`src/pip_pkg.sv`:
```
// Shared types, sizes and codes for the point-in-polygon tester.
// Used by every module of the block but pip_ram; depends on nothing.
`timescale 1ns / 1ps

package pip_pkg;

   localparam int MAX_VERTICES = 256;
   localparam int COORD_BITS   = 16;

   localparam int ADDR_W   = $clog2(MAX_VERTICES);
   localparam int CNT_W    = $clog2(MAX_VERTICES + 1);
   localparam int DIFF_W   = COORD_BITS + 1;
   localparam int PROD_W   = 2 * DIFF_W;
   localparam int MODE_W   = 2;
   localparam int STATUS_W = 2;

   localparam int REQ_DATA_W = ((2 * COORD_BITS + 7) / 8) * 8;
   localparam int RSP_DATA_W = ((1 + CNT_W + 7) / 8) * 8;
   localparam int VERT_W     = 2 * COORD_BITS;

   typedef logic [ADDR_W-1:0]            addr_type;
   typedef logic [CNT_W-1:0]             count_type;
   typedef logic signed [COORD_BITS-1:0] coord_type;
   typedef logic signed [DIFF_W-1:0]     diff_type;
   typedef logic signed [PROD_W-1:0]     prod_type;
   typedef logic [MODE_W-1:0]            mode_type;
   typedef logic [STATUS_W-1:0]          status_type;

   typedef struct packed {
      coord_type y;
      coord_type x;
   } vertex_type;

   localparam mode_type MODE_ADD   = 2'd0;
   localparam mode_type MODE_QUERY = 2'd1;
   localparam mode_type MODE_CLEAR = 2'd2;

   localparam status_type STAT_DONE = 2'd0;
   localparam status_type STAT_DUP  = 2'd1;
   localparam status_type STAT_FULL = 2'd2;

   // Commands from the controller to the datapath.
   typedef struct packed {
      logic     accept;    // request transaction taken this cycle
      logic     rd_issue;  // an edge-walk step enters the pipeline
      logic     rd_first;  // step carries vertex 0
      logic     rd_close;  // step closes the polygon, no memory read
      addr_type rd_addr;
      logic     finish;    // execute the item and load the response
   } cmd_type;

   // Status from the datapath to the controller.
   typedef struct packed {
      count_type count;
      logic      pipe_busy;
      logic      out_free;
   } stat_type;

endpackage

```
`src/pip_ctrl.sv`:
```
// Controller of the point-in-polygon tester: accepts items and walks the edges.
// Depends on pip_pkg; drives the datapath through pip_pkg::cmd_type.
`timescale 1ns / 1ps

module pip_ctrl (
   input  logic              clock,
   input  logic              reset,
   input  logic              req_tvalid,
   output logic              req_tready,
   input  pip_pkg::mode_type req_mode,
   input  pip_pkg::stat_type stat,
   output pip_pkg::cmd_type  cmd
);

   localparam logic [1:0] S_IDLE = 2'd0;
   localparam logic [1:0] S_READ = 2'd1;
   localparam logic [1:0] S_WAIT = 2'd2;
   localparam logic [1:0] S_DONE = 2'd3;

   logic [1:0]         state_ff, state_in;
   pip_pkg::count_type idx_ff, idx_in;
   logic               accept;

   assign req_tready = (state_ff == S_IDLE);
   assign accept     = req_tvalid && req_tready;

   always_comb begin
      state_in     = state_ff;
      idx_in       = idx_ff;
      cmd          = '0;
      cmd.accept   = accept;
      cmd.rd_addr  = idx_ff[pip_pkg::ADDR_W-1:0];
      unique case (state_ff)
         S_IDLE: begin
            if (accept) begin
               idx_in = '0;
               if (req_mode == pip_pkg::MODE_QUERY && stat.count != '0) begin
                  state_in = S_READ;
               end else begin
                  state_in = S_DONE;
               end
            end
         end
         S_READ: begin
            cmd.rd_issue = 1'b1;
            if (idx_ff < stat.count) begin
               cmd.rd_first = (idx_ff == '0);
               idx_in       = pip_pkg::count_type'(idx_ff + 1'b1);
            end else begin
               // Extra step that feeds the closing edge back to vertex 0.
               cmd.rd_close = 1'b1;
               state_in     = S_WAIT;
            end
         end
         S_WAIT: begin
            if (!stat.pipe_busy) begin
               state_in = S_DONE;
            end
         end
         S_DONE: begin
            if (stat.out_free) begin
               cmd.finish = 1'b1;
               state_in   = S_IDLE;
            end
         end
         default: state_in = S_IDLE;
      endcase
   end

   always_ff @(posedge clock) begin
      if (reset) begin
         state_ff <= S_IDLE;
         idx_ff   <= '0;
      end else begin
         state_ff <= state_in;
         idx_ff   <= idx_in;
      end
   end

`ifndef SYNTHESIS
   a_read_idx_bound: assert property (@(posedge clock) disable iff (reset)
      state_ff == S_READ |-> idx_ff <= stat.count)
      else $error("edge walk index ran past the vertex count");

   a_done_drained: assert property (@(posedge clock) disable iff (reset)
      state_ff == S_DONE |-> !stat.pipe_busy)
      else $error("response stage entered with crossings still in flight");

   a_close_then_wait: assert property (@(posedge clock) disable iff (reset)
      cmd.rd_close |=> state_ff == S_WAIT)
      else $error("closing edge not followed by the drain wait");
`endif

endmodule

```
`config.mk`:
```
export PLATFORM = sky130hd
export DESIGN_NAME = pip_ctrl
export DESIGN_NICKNAME = d
export VERILOG_FILES = /design/src/pip_pkg.sv /design/src/pip_ctrl.sv
export SDC_FILE = /design/constraint.sdc
export NUM_CORES = 1
export LEC_CHECK = 0
export BUFFER_PORTS_ARGS = -buffer_cell sky130_fd_sc_hd__buf_2
export CORE_AREA = 2 2 49 51
export CTS_CLUSTER_DIAMETER = 200
export DETAILED_ROUTE_END_ITERATION = 10
export DIE_AREA = 0 0 51 53
export PLACE_DENSITY = 0.77
export SLEW_MARGIN = 40
export SYNTH_ARGS = -nofsm -noshare
export SYNTH_HDL_FRONTEND = slang
export SYNTH_SLANG_ARGS = --single-unit
```
`constraint.sdc`:
```
create_clock -name clock -period 2.35 [get_ports clock]
set_input_delay 0.3525 -clock clock [delete_from_list [all_inputs] [get_ports clock]]
set_output_delay 0.3525 -clock clock [all_outputs]
set_load 0.02 [all_outputs]
```
==> results of run 1 <==
==> per-layer routing <==
layer  GRT usage, %  part of all wire (%)
met1           26.2                    39
met2           42.4                    53
met3           5.93                   7.5
met4           7.21                  0.50
met5              0                     0
==> cells in the mapped netlist <==
master	instances
nand2_1	15
ha_1	14
inv_1	13
dfxtp_1	11
nor2_1	10
buf_4	9
a21oi_1	6
nand3_1	6
nor3_1	5
nand4_1	4
nor4_1	4
o21ai_1	4
a22oi_1	3
a31oi_1	3
and2_1	3
o211ai_1	3
o21ai_0	3
and4_1	2
buf_2	2
clkbuf_1	2
nor2b_1	2
nor3b_2	2
o311ai_1	2
a211o_1	1
a211oi_2	1
a41o_1	1
and3_1	1
inv_2	1
mux2_1	1
nand2b_1	1
nand4b_1	1
nor3b_1	1
o21ai_2	1
o221a_1	1
o41ai_4	1
or4_1	1
==> power groups by stage <==
stage | clock [mW] | combinational (mW) | sequential (mW)
final | 0.133 | 0.480 | 0.232
after global routing | 0.146 | 0.532 | 0.236
after CTS | 0.140 | 0.478 | 0.233
after detailed placement | 0 | 0.475 | 0.237
after global placement | 0 | 0.453 | 0.235
after floorplan | 0 | 0.355 | 0.232
==> cell type report <==
class,count,area (um2)
repair buffers,40,230
flip-flops and latches,11,220
fillers,221,857
clock buffers,4,26.3
well taps,28,35.0
multi-input cells,103,727
inverters,14,52.6
==> sequential cells by signal, indices dropped and copies added (netlist names) <==
signal and flops:
state_ff 2, idx_ff 9
==> how the worst min path moves through the flow <==
stage	startpoint	end	slack (ns)	cells after the start
6_report	reset	state_ff[0]	0.35	2
2_1_floorplan	idx_ff[8]	idx_ff[8]	0.48	2
5_1_grt	reset	state_ff[0]	0.35	2
3_5_place_dp	idx_ff[8]	idx_ff[8]	0.55	2
4_1_cts	reset	state_ff[0]	0.34	2
3_3_place_gp	idx_ff[8]	idx_ff[8]	0.52	2
==> logic make-up (layout without fill, tap and decap cells) <==
family	count (synthesis)	count (layout)
and+or+nand+nor	58	58
DFF	11	11
muxes	1	1
AOI/OAI and AO/OA	30	30
adders and majority gates	14	14
buffers and inverters	27	58
==> metrics by stage <==
stage | hold WS, ns | utilization [%]
2_1_floorplan | 0.481 | -
3_3_place_gp | 0.516 | 58.1
3_5_place_dp | 0.546 | 58.1
4_1_cts | 0.336 | 59.8
5_1_grt | 0.348 | 60.1
6_report | 0.348 | 60.1
==> timing repair <==
item	in CTS	in global routing
buffers inserted	1	0
gates resized for setup	1	2
setup endpoints to repair	2	2
hold endpoints to repair	0	0
pin swaps	1	0
==> impl_metrics.yaml, run 1 <==
clock_network:
  cts_tree: "done"
  clock-sinks: 11
  postCtsHoldBufs: 0
  cts_buffer_depth: 2
  htree_levels: 1
  cts_buffers: 3
  root_buffer: "clkbuf_4"
  clock_latency_ns: 0.27
  clk_pin_slew_ns: 0.07
global_route:
  grt_max_degree: 11
  grt_antenna_before_repair: 0
  grt_pass1_vias: 1091
  grt_pass1_wl_mm: 4.72
  grt_usage_pct: 23.2
  globalRouteOverflowTotal: 0
die:
  rows: 17
  start_util_pct: 50.2
  die_h_um: 53
  io_pins: 30
  core_area_um2: 2150
  fp.dieW_um: 51
  fp.dieArea_um2: 2700
worst_setup_path:
  startpoint: "idx_ff[2]"
  r2r_end: "idx_ff[5]"
  cp_num_buf_inv: 2
  cp-start-kind: "register"
  critical_path_required_ns: 2.00
  critPathMaxFanout: 3
  crit_path_max_incr_delay_ns: 0.32
  rr_startpoint: "idx_ff[2]"
  slowest_stage: "dfxtp_1"
  cp_top_family: "compound AO/OA/AOI/OAI gates"
  crit_chain: "ha_1 > a21oi_1 > nor2_1 > o41ai_4 > and2_4 > buf_4 > nor2_1 > buf_2"
  cp_common_cell: "nor2_1"
  reg2reg_depth: 9
  arrival_ns: 1.92
  endpoint: "cmd[9]"
  crit_type: "reg -> out"
  endpoint_kind: "primary output"
  reg2reg_slack_ns: 0.19
  cp.depth: 8
synth:
  synth-simple-area-share_pct: 28.7
  ys_warn_count: 0
  synth_top_cell_by_area: "dfxtp_1"
  netlist_area_um2: 1080
  synth-seq-area-share_pct: 20.4
  syn-instance-count: 141
  synth_fa_ha_area_share_pct: 16.2
  synth_top_area_share_pct: 20.4
  synth_mux_area_share_pct: 1.04
  synth_compound_area_share_pct: 20.9
  ys_ff_latch: 11
  synthXorXnorAreaFrac_pct: 0
  avgSynthCellArea_um2: 7.65
  synth_top_family_by_area: "simple AND/OR/NAND/NOR gates"
  synthTopCellsByArea: "dfxtp_1, ha_1, buf_4"
  ys_types: 36
  syn-num-nets: 171
power_and_ir_drop:
  p_sw_mw: 0.388
  clkPwrFrac_pct: 15.7
  intPower_mw: 0.457
  p_seq_share_pct: 27.5
  irDropWorstVdd_uv: 557
  p_leak_nw: 0.651
  combPwrFrac_pct: 56.8
  netSwitchingFraction_pct: 46.0
  power_density_nw_per_um2: 655
  total_power_mw: 0.845
sta:
  setup_ws_ns: 0.0796
  period_share_pct: 96.6
  max_slew_margin_pct: 66.5
  grt_setup_unrepaired: "no"
  slew_viol_final: 0
  setup_viol: 0
  worstMarginPinSlew_ns: 0.501
  max_freq_mhz: 440
  fin_setup_tns_ns: 0
  min_period_ns: 2.27
  hold_viol: 0
  fin_skew_ns: 0.000809
drt:
  dr.pass1.iters: 4
  wl_per_cell_um: 14.0
  drc_errors: 0
  num_vias: 1153
  ant_nets: 0
  viasPerCell: 5.77
  routed_wl_mm: 2.80
  drt_iter0_drc: 55
placed_design:
  numPortBuffers: 29
  placedCellCount: 195
  place_hpwl_mm: 2.27
  place_congestion: 0.863
  placed_area_um2: 1250
  place_ws_ns: -0.0244
final_layout:
  mostFrequentLayoutCells: "buf_2, nand2_1, ha_1"
  final_cells: 200
  final_common_cell: "buf_2"
  antenna_cells: 0
  drive_gt1_share_pct: 29.7
  area_growth_syn_to_layout_pct: 19.7
  fin_nets: 203
  fin_area_um2: 1290
status:
  status: "finished clean"
run:
  drv_cap: 0
worst_hold_path:
  hold_path_class: "in -> reg"
Note: power is estimated with default switching activity, not from simulation.
==> run 2, diff against run 1 <==
--- a/config.mk
+++ b/config.mk
@@ -5,12 +5,13 @@
 export SDC_FILE = /design/constraint.sdc
 export NUM_CORES = 1
 export LEC_CHECK = 0
+export ABC_AREA = 1
 export BUFFER_PORTS_ARGS = -buffer_cell sky130_fd_sc_hd__buf_2
-export CORE_AREA = 2 2 49 51
+export CORE_AREA = 2 2 52 54
 export CTS_CLUSTER_DIAMETER = 200
 export DETAILED_ROUTE_END_ITERATION = 10
-export DIE_AREA = 0 0 51 53
-export PLACE_DENSITY = 0.77
+export DIE_AREA = 0 0 54 56
+export PLACE_DENSITY = 0.78
 export SLEW_MARGIN = 40
 export SYNTH_ARGS = -nofsm -noshare
 export SYNTH_HDL_FRONTEND = slang
==> run 2 against run 1 <==
Critical path depth down 1. Sequential share of layout area down 1.5 points. Maximum frequency up 3.6%. Cell count up 23%. Area after synthesis up 18%. Synthesized cell count up 35%. Critical path type unchanged. Largest power group unchanged. Setup slack better by 0.078 ns.
==> impl_metrics.yaml, run 2 <==
clock_network:
  cts_buffer_depth: 2
  htree_levels: 1
  clk_pin_slew_ns: 0.08
  clock_latency_ns: 0.28
  cts_tree: "done"
  root_buffer: "clkbuf_4"
  clock-sinks: 11
  cts_buffers: 3
drt:
  routed_wl_mm: 2.61
  dr.pass1.iters: 4
  drc_errors: 0
  num_vias: 1212
  drt_iter0_drc: 18
  viasPerCell: 4.93
  wl_per_cell_um: 10.6
  ant_nets: 0
synth:
  synth_edf_count: 0
  ys_ff_latch: 11
  ys_types: 26
  ys.flop_type: "dfxtp_1"
  ys_warn_count: 0
  syn-num-nets: 220
  synth_top_cell_by_area: "dfxtp_1"
  avgSynthCellArea_um2: 6.69
  yosys.cell_count.top_type: "nand2_1"
  synth_top_area_share_pct: 17.3
  netlist_area_um2: 1270
  async_reset_ff_share_pct: 0
  synth-seq-area-share_pct: 17.3
  syn-instance-count: 190
  yosys-top-cells-count: "nand2_1, inv_1, nor2_1"
  synthTopCellsByArea: "dfxtp_1, ha_1, nand2_1"
final_layout:
  regArea_um2: 223
  drive_gt1_share_pct: 36.1
  fillCellCount: 257
  multi_input_area_um2: 827
  final_cells: 246
  largest_register: "idx_ff"
  post-route-util_pct: 58.7
  top_regs: "idx_ff x9, state_ff x2"
  fin_nets: 247
  area_growth_syn_to_layout_pct: 12.3
  antenna_cells: 0
  final_common_cell: "nand2_1"
  mostFrequentLayoutCells: "nand2_1, buf_2, inv_1"
  largest_reg_flops: 9
sta:
  min_period_ns: 2.19
  fin_setup_tns_ns: 0
  max_freq_mhz: 456
  hold_viol: 0
  worstMarginPinSlew_ns: 0.329
  setup_viol: 0
  fin_skew_ns: 0.00424
  slew_viol_final: 0
  max_slew_margin_pct: 78.1
  whs_ns: 0.401
  grt_setup_unrepaired: "no"
  period_share_pct: 93.3
worst_setup_path:
  critical_path_required_ns: 2.00
  arrival_ns: 1.84
  reg2reg_slack_ns: 0.57
  crit_type: "reg -> out"
  endpoint_kind: "primary output"
  critPathMaxFanout: 6
  cp-start-kind: "register"
  reg2reg_depth: 8
  rr_startpoint: "state_ff[0]"
  r2r_end: "idx_ff[2]"
worst_hold_path:
  hold_path_end: "idx_ff[6]"
  hold_path_class: "in -> reg"
  holdPathStages: 2
  worstHoldStart: "reset"
power_and_ir_drop:
  p_leak_nw: 0.761
  power_density_nw_per_um2: 600
  irDropWorstVdd_uv: 437
global_route:
  grt_max_degree: 12
  globalRouteOverflowTotal: 0
  grt_pass1_vias: 1027
  grt_pass1_wl_mm: 4.29
  grt_usage_pct: 18.5
  grt_antenna_before_repair: 0
die:
  start_util_pct: 52.3
  io_pins: 30
  fp.dieArea_um2: 3020
  die_h_um: 56
  core_area_um2: 2430
  rows: 18
  fp.dieW_um: 54
placed_design:
  place_congestion: 0.817
  numPortBuffers: 29
  place_hpwl_mm: 2.09
  placedCellCount: 242
status:
  status: "finished clean"
run:
  drv_cap: 0
## run 2: per-stage QoR
| step | worst slack, ns | power [mW] | cell area, um2 |
|---|---|---|---|
| 4_1_cts | 0.0928 | 0.859 | 1420 |
| 2_1_floorplan | 0.384 | 0.643 | 1270 |
| 5_1_grt | 0.0514 | 0.930 | 1430 |
| 3_5_place_dp | 0.319 | 0.721 | 1390 |
| 6_report | 0.158 | 0.856 | 1430 |
| 3_3_place_gp | 0.344 | 0.719 | 1390 |
## run 2: worst max-delay path, cell delays in order (launching register included)
cell and delay, ns:
dfxtp_1 0.43, ha_1 0.28, nand2_2 0.08, inv_2 0.04, a21oi_2 0.16, nand4_1 0.20, nor3_2 0.19, buf_2 0.19
## run 2: layer usage
layer  track usage (%)  routed length, um  up-vias
met5                 0                  0        -
met4              6.43                 50        0
met3              2.42                106        7
met2              28.2               1160       28
met1              26.2               1290      532
li1                  -                  -      645
## run 2: area by class of cell
cell class              count  share of cell area [%]
repair buffers             34                    12.8
inverters                  35                    9.20
multi-input cells         132                    57.9
well taps                  30                    2.63
clock buffers               4                    1.84
flip-flops and latches     11                    15.6
## run 2: worst max path at each step
stage	from	end
after floorplan	stat[10]	cmd[10]
after global placement	stat[10]	cmd[10]
after detailed placement	stat[10]	cmd[10]
after CTS	idx_ff[6]	cmd[10]
after global routing	idx_ff[7]	cmd[10]
final	idx_ff[7]	cmd[10]
## run 2: kinds of logic (layout without fill, tap and decap cells)
family                     count (synthesis)  in the layout  share of synthesized area (%)
AOI/OAI and AO/OA                         16             16                           9.45
DFF                                       11             11                           17.3
adders and majority gates                 14             14                           13.8
and+or+nand+nor                          101            101                           40.7
xor gates and xnor gates                   1              1                          0.689
buffers and inverters                     47             73                           18.0
## run 2: what timing repair did
item                       in CTS  in global routing
setup endpoints to repair       0                  1
setup buffers                   0                  0
hold buffers                    0                  0
resized for setup               0                  3
## run 2: power by group
group | internal, mW | leakage (nW) | switching (mW)
combinational | 0.159 | 0.656 | 0.328
clock | 0.0659 | 0.0150 | 0.0722
sequential | 0.208 | 0.0904 | 0.0230
total | 0.433 | 0.761 | 0.423
==> run 3, diff against run 2 <==
--- a/config.mk
+++ b/config.mk
@@ -6,12 +6,14 @@
 export NUM_CORES = 1
 export LEC_CHECK = 0
 export ABC_AREA = 1
-export BUFFER_PORTS_ARGS = -buffer_cell sky130_fd_sc_hd__buf_2
-export CORE_AREA = 2 2 52 54
+export BUFFER_PORTS_ARGS = -buffer_cell sky130_fd_sc_hd__buf_4
+export CELL_PAD_IN_SITES_DETAIL_PLACEMENT = 0
+export CELL_PAD_IN_SITES_GLOBAL_PLACEMENT = 2
+export CORE_AREA = 2 2 71 73
 export CTS_CLUSTER_DIAMETER = 200
 export DETAILED_ROUTE_END_ITERATION = 10
-export DIE_AREA = 0 0 54 56
-export PLACE_DENSITY = 0.78
+export DIE_AREA = 0 0 73 75
+export PLACE_DENSITY_LB_ADDON = 0.1
 export SLEW_MARGIN = 40
 export SYNTH_ARGS = -nofsm -noshare
 export SYNTH_HDL_FRONTEND = slang
==> run 3 against run 2 <==
Final area up 9.0%. Wire length increased by 27%. Sequential cell count unchanged. Sequential power hardly changed. Core utilization down 25 points. Maximum frequency shrank 0.93%. Largest cell class unchanged. Largest power group unchanged. Highest routed layer unchanged.
==> impl_metrics.yaml, run 3 (synthesized netlist as in run 2, its figures left out) <==
drt:
  ant_nets: 0
  drc_errors: 0
  wl_per_cell_um: 12.2
  viasPerCell: 4.42
  dr.pass1.iters: 4
  num_vias: 1203
  drt_iter0_drc: 28
  routed_wl_mm: 3.32
clock_network:
  cts_buffer_depth: 2
  cts_tree: "done"
  clock_latency_ns: 0.24
  root_buffer: "clkbuf_8"
  cts_resized: 0
  htree_levels: 1
  cts_buffers: 3
  clock-sinks: 11
  postCtsHoldBufs: 0
  cts_setup_buffers: 0
  clk_pin_slew_ns: 0.05
worst_hold_path:
  hold_path_class: "in -> reg"
  holdPathStages: 2
final_layout:
  area_growth_syn_to_layout_pct: 22.4
  drive_gt1_share_pct: 35.3
  final_common_cell: "nand2_1"
  top_regs: "idx_ff x9, state_ff x2"
  antenna_cells: 0
  mostFrequentLayoutCells: "nand2_1, buf_4, inv_1"
  largest_reg_flops: 9
  largest_register: "idx_ff"
  fin_area_um2: 1560
  fin_nets: 249
run:
  drv_cap: 0
sta:
  setup_ws_ns: 0.137
  max_slew_margin_pct: 75.6
  fin_skew_ns: 0.000463
  hold_viol: 0
  fin_setup_tns_ns: 0
  grt_setup_unrepaired: "no"
  slew_viol_final: 0
  worstMarginPinSlew_ns: 0.366
  period_share_pct: 94.2
  setup_viol: 0
  min_period_ns: 2.21
  max_freq_mhz: 452
power_and_ir_drop:
  power_density_nw_per_um2: 619
  total_power_mw: 0.963
  irDropWorstVdd_uv: 287
  p_leak_nw: 0.790
placed_design:
  place_hpwl_mm: 2.71
  place_ws_ns: 0.309
  place_congestion: 0.749
  numPortBuffers: 29
  placed_area_um2: 1510
die:
  die_h_um: 75
  rows: 25
  io_pins: 30
  fp.dieArea_um2: 5480
  core_area_um2: 4660
  start_util_pct: 27.3
  fp.dieW_um: 73
global_route:
  grt_antenna_before_repair: 0
  grt_pass1_vias: 1132
  grt_usage_pct: 13.1
  globalRouteOverflowTotal: 0
  grt_pass1_wl_mm: 5.51
  grt_max_degree: 12
worst_setup_path:
  crit_path_max_incr_delay_ns: 0.46
  critical_path_required_ns: 2.00
  critPathMaxFanout: 6
  cp-start-kind: "register"
  arrival_ns: 1.86
  crit_type: "reg -> out"
  slowest_stage: "dfxtp_1"
  endpoint_kind: "primary output"
  reg2reg_depth: 8
  crit_chain: "ha_1 > nand2_2 > inv_2 > a21oi_2 > nand4_1 > nor3_1 > buf_4"
status:
  status: "finished clean"
==> run 3: cell types whose count changed in the layout (fill, tap and decap cells not counted) <==
| cell | delta |
|---|---|
| buf_2 | -29 |
| clkbuf_8 | +3 |
| dfxtp_2 | -2 |
| clkbuf_4 | -3 |
| dfxtp_1 | +2 |
| nor3_1 | +1 |
| buf_4 | +31 |
| nor3_2 | -1 |
==> run 3: per-stage QoR <==
stage / util [%] / cells / hold WS [ns]
6_report: 33.4 / 272 / 0.381
5_1_grt: 33.4 / 272 / 0.382
4_1_cts: 33.4 / 272 / 0.384
3_5_place_dp: 32.4 / 268 / 0.530
3_3_place_gp: 32.4 / 268 / 0.518
2_1_floorplan: - / 190 / 0.487
==> run 3: cell type report <==
type,instances,area (um2)
clock buffers,4,45.0
flip-flops and latches,11,220
inverters,35,131
repair buffers,36,270
multi-input cells,132,822
fillers,518,3100
well taps,54,67.6
==> run 3: critical path: cells and delay by family, from the launching register on <==
family,cells,cell delay (ns)
adder cells (fa/ha/maj),1,0.29
flip-flops,1,0.46
AO/OA/AOI/OAI,1,0.19
buffers and inverters,2,0.21
AND/OR/NAND/NOR,3,0.47
==> run 3: report_power, final <==
part | switching (mW) | total, mW | internal, mW
sequential | 0.0236 | 0.232 | 0.208
combinational | 0.347 | 0.535 | 0.187
clock | 0.0771 | 0.197 | 0.120
==> run 3: per-layer routing <==
metal | up-vias | wire [um] | track usage, %
met5 | - | 0 | 0
met4 | 0 | 23 | 4.32
met3 | 2 | 112 | 1.87
met2 | 28 | 1450 | 19.9
met1 | 527 | 1730 | 18.8
li1 | 646 | - | -
==> run 3: final timing paths <==
check	start	to	slack, ns
setup / recovery	idx_ff[7]	cmd[10]	0.14
hold / removal	reset	idx_ff[2]	0.38
setup reg to reg	state_ff[0]	idx_ff[1]	0.51
hold reg to reg	state_ff[0]	state_ff[0]	0.54
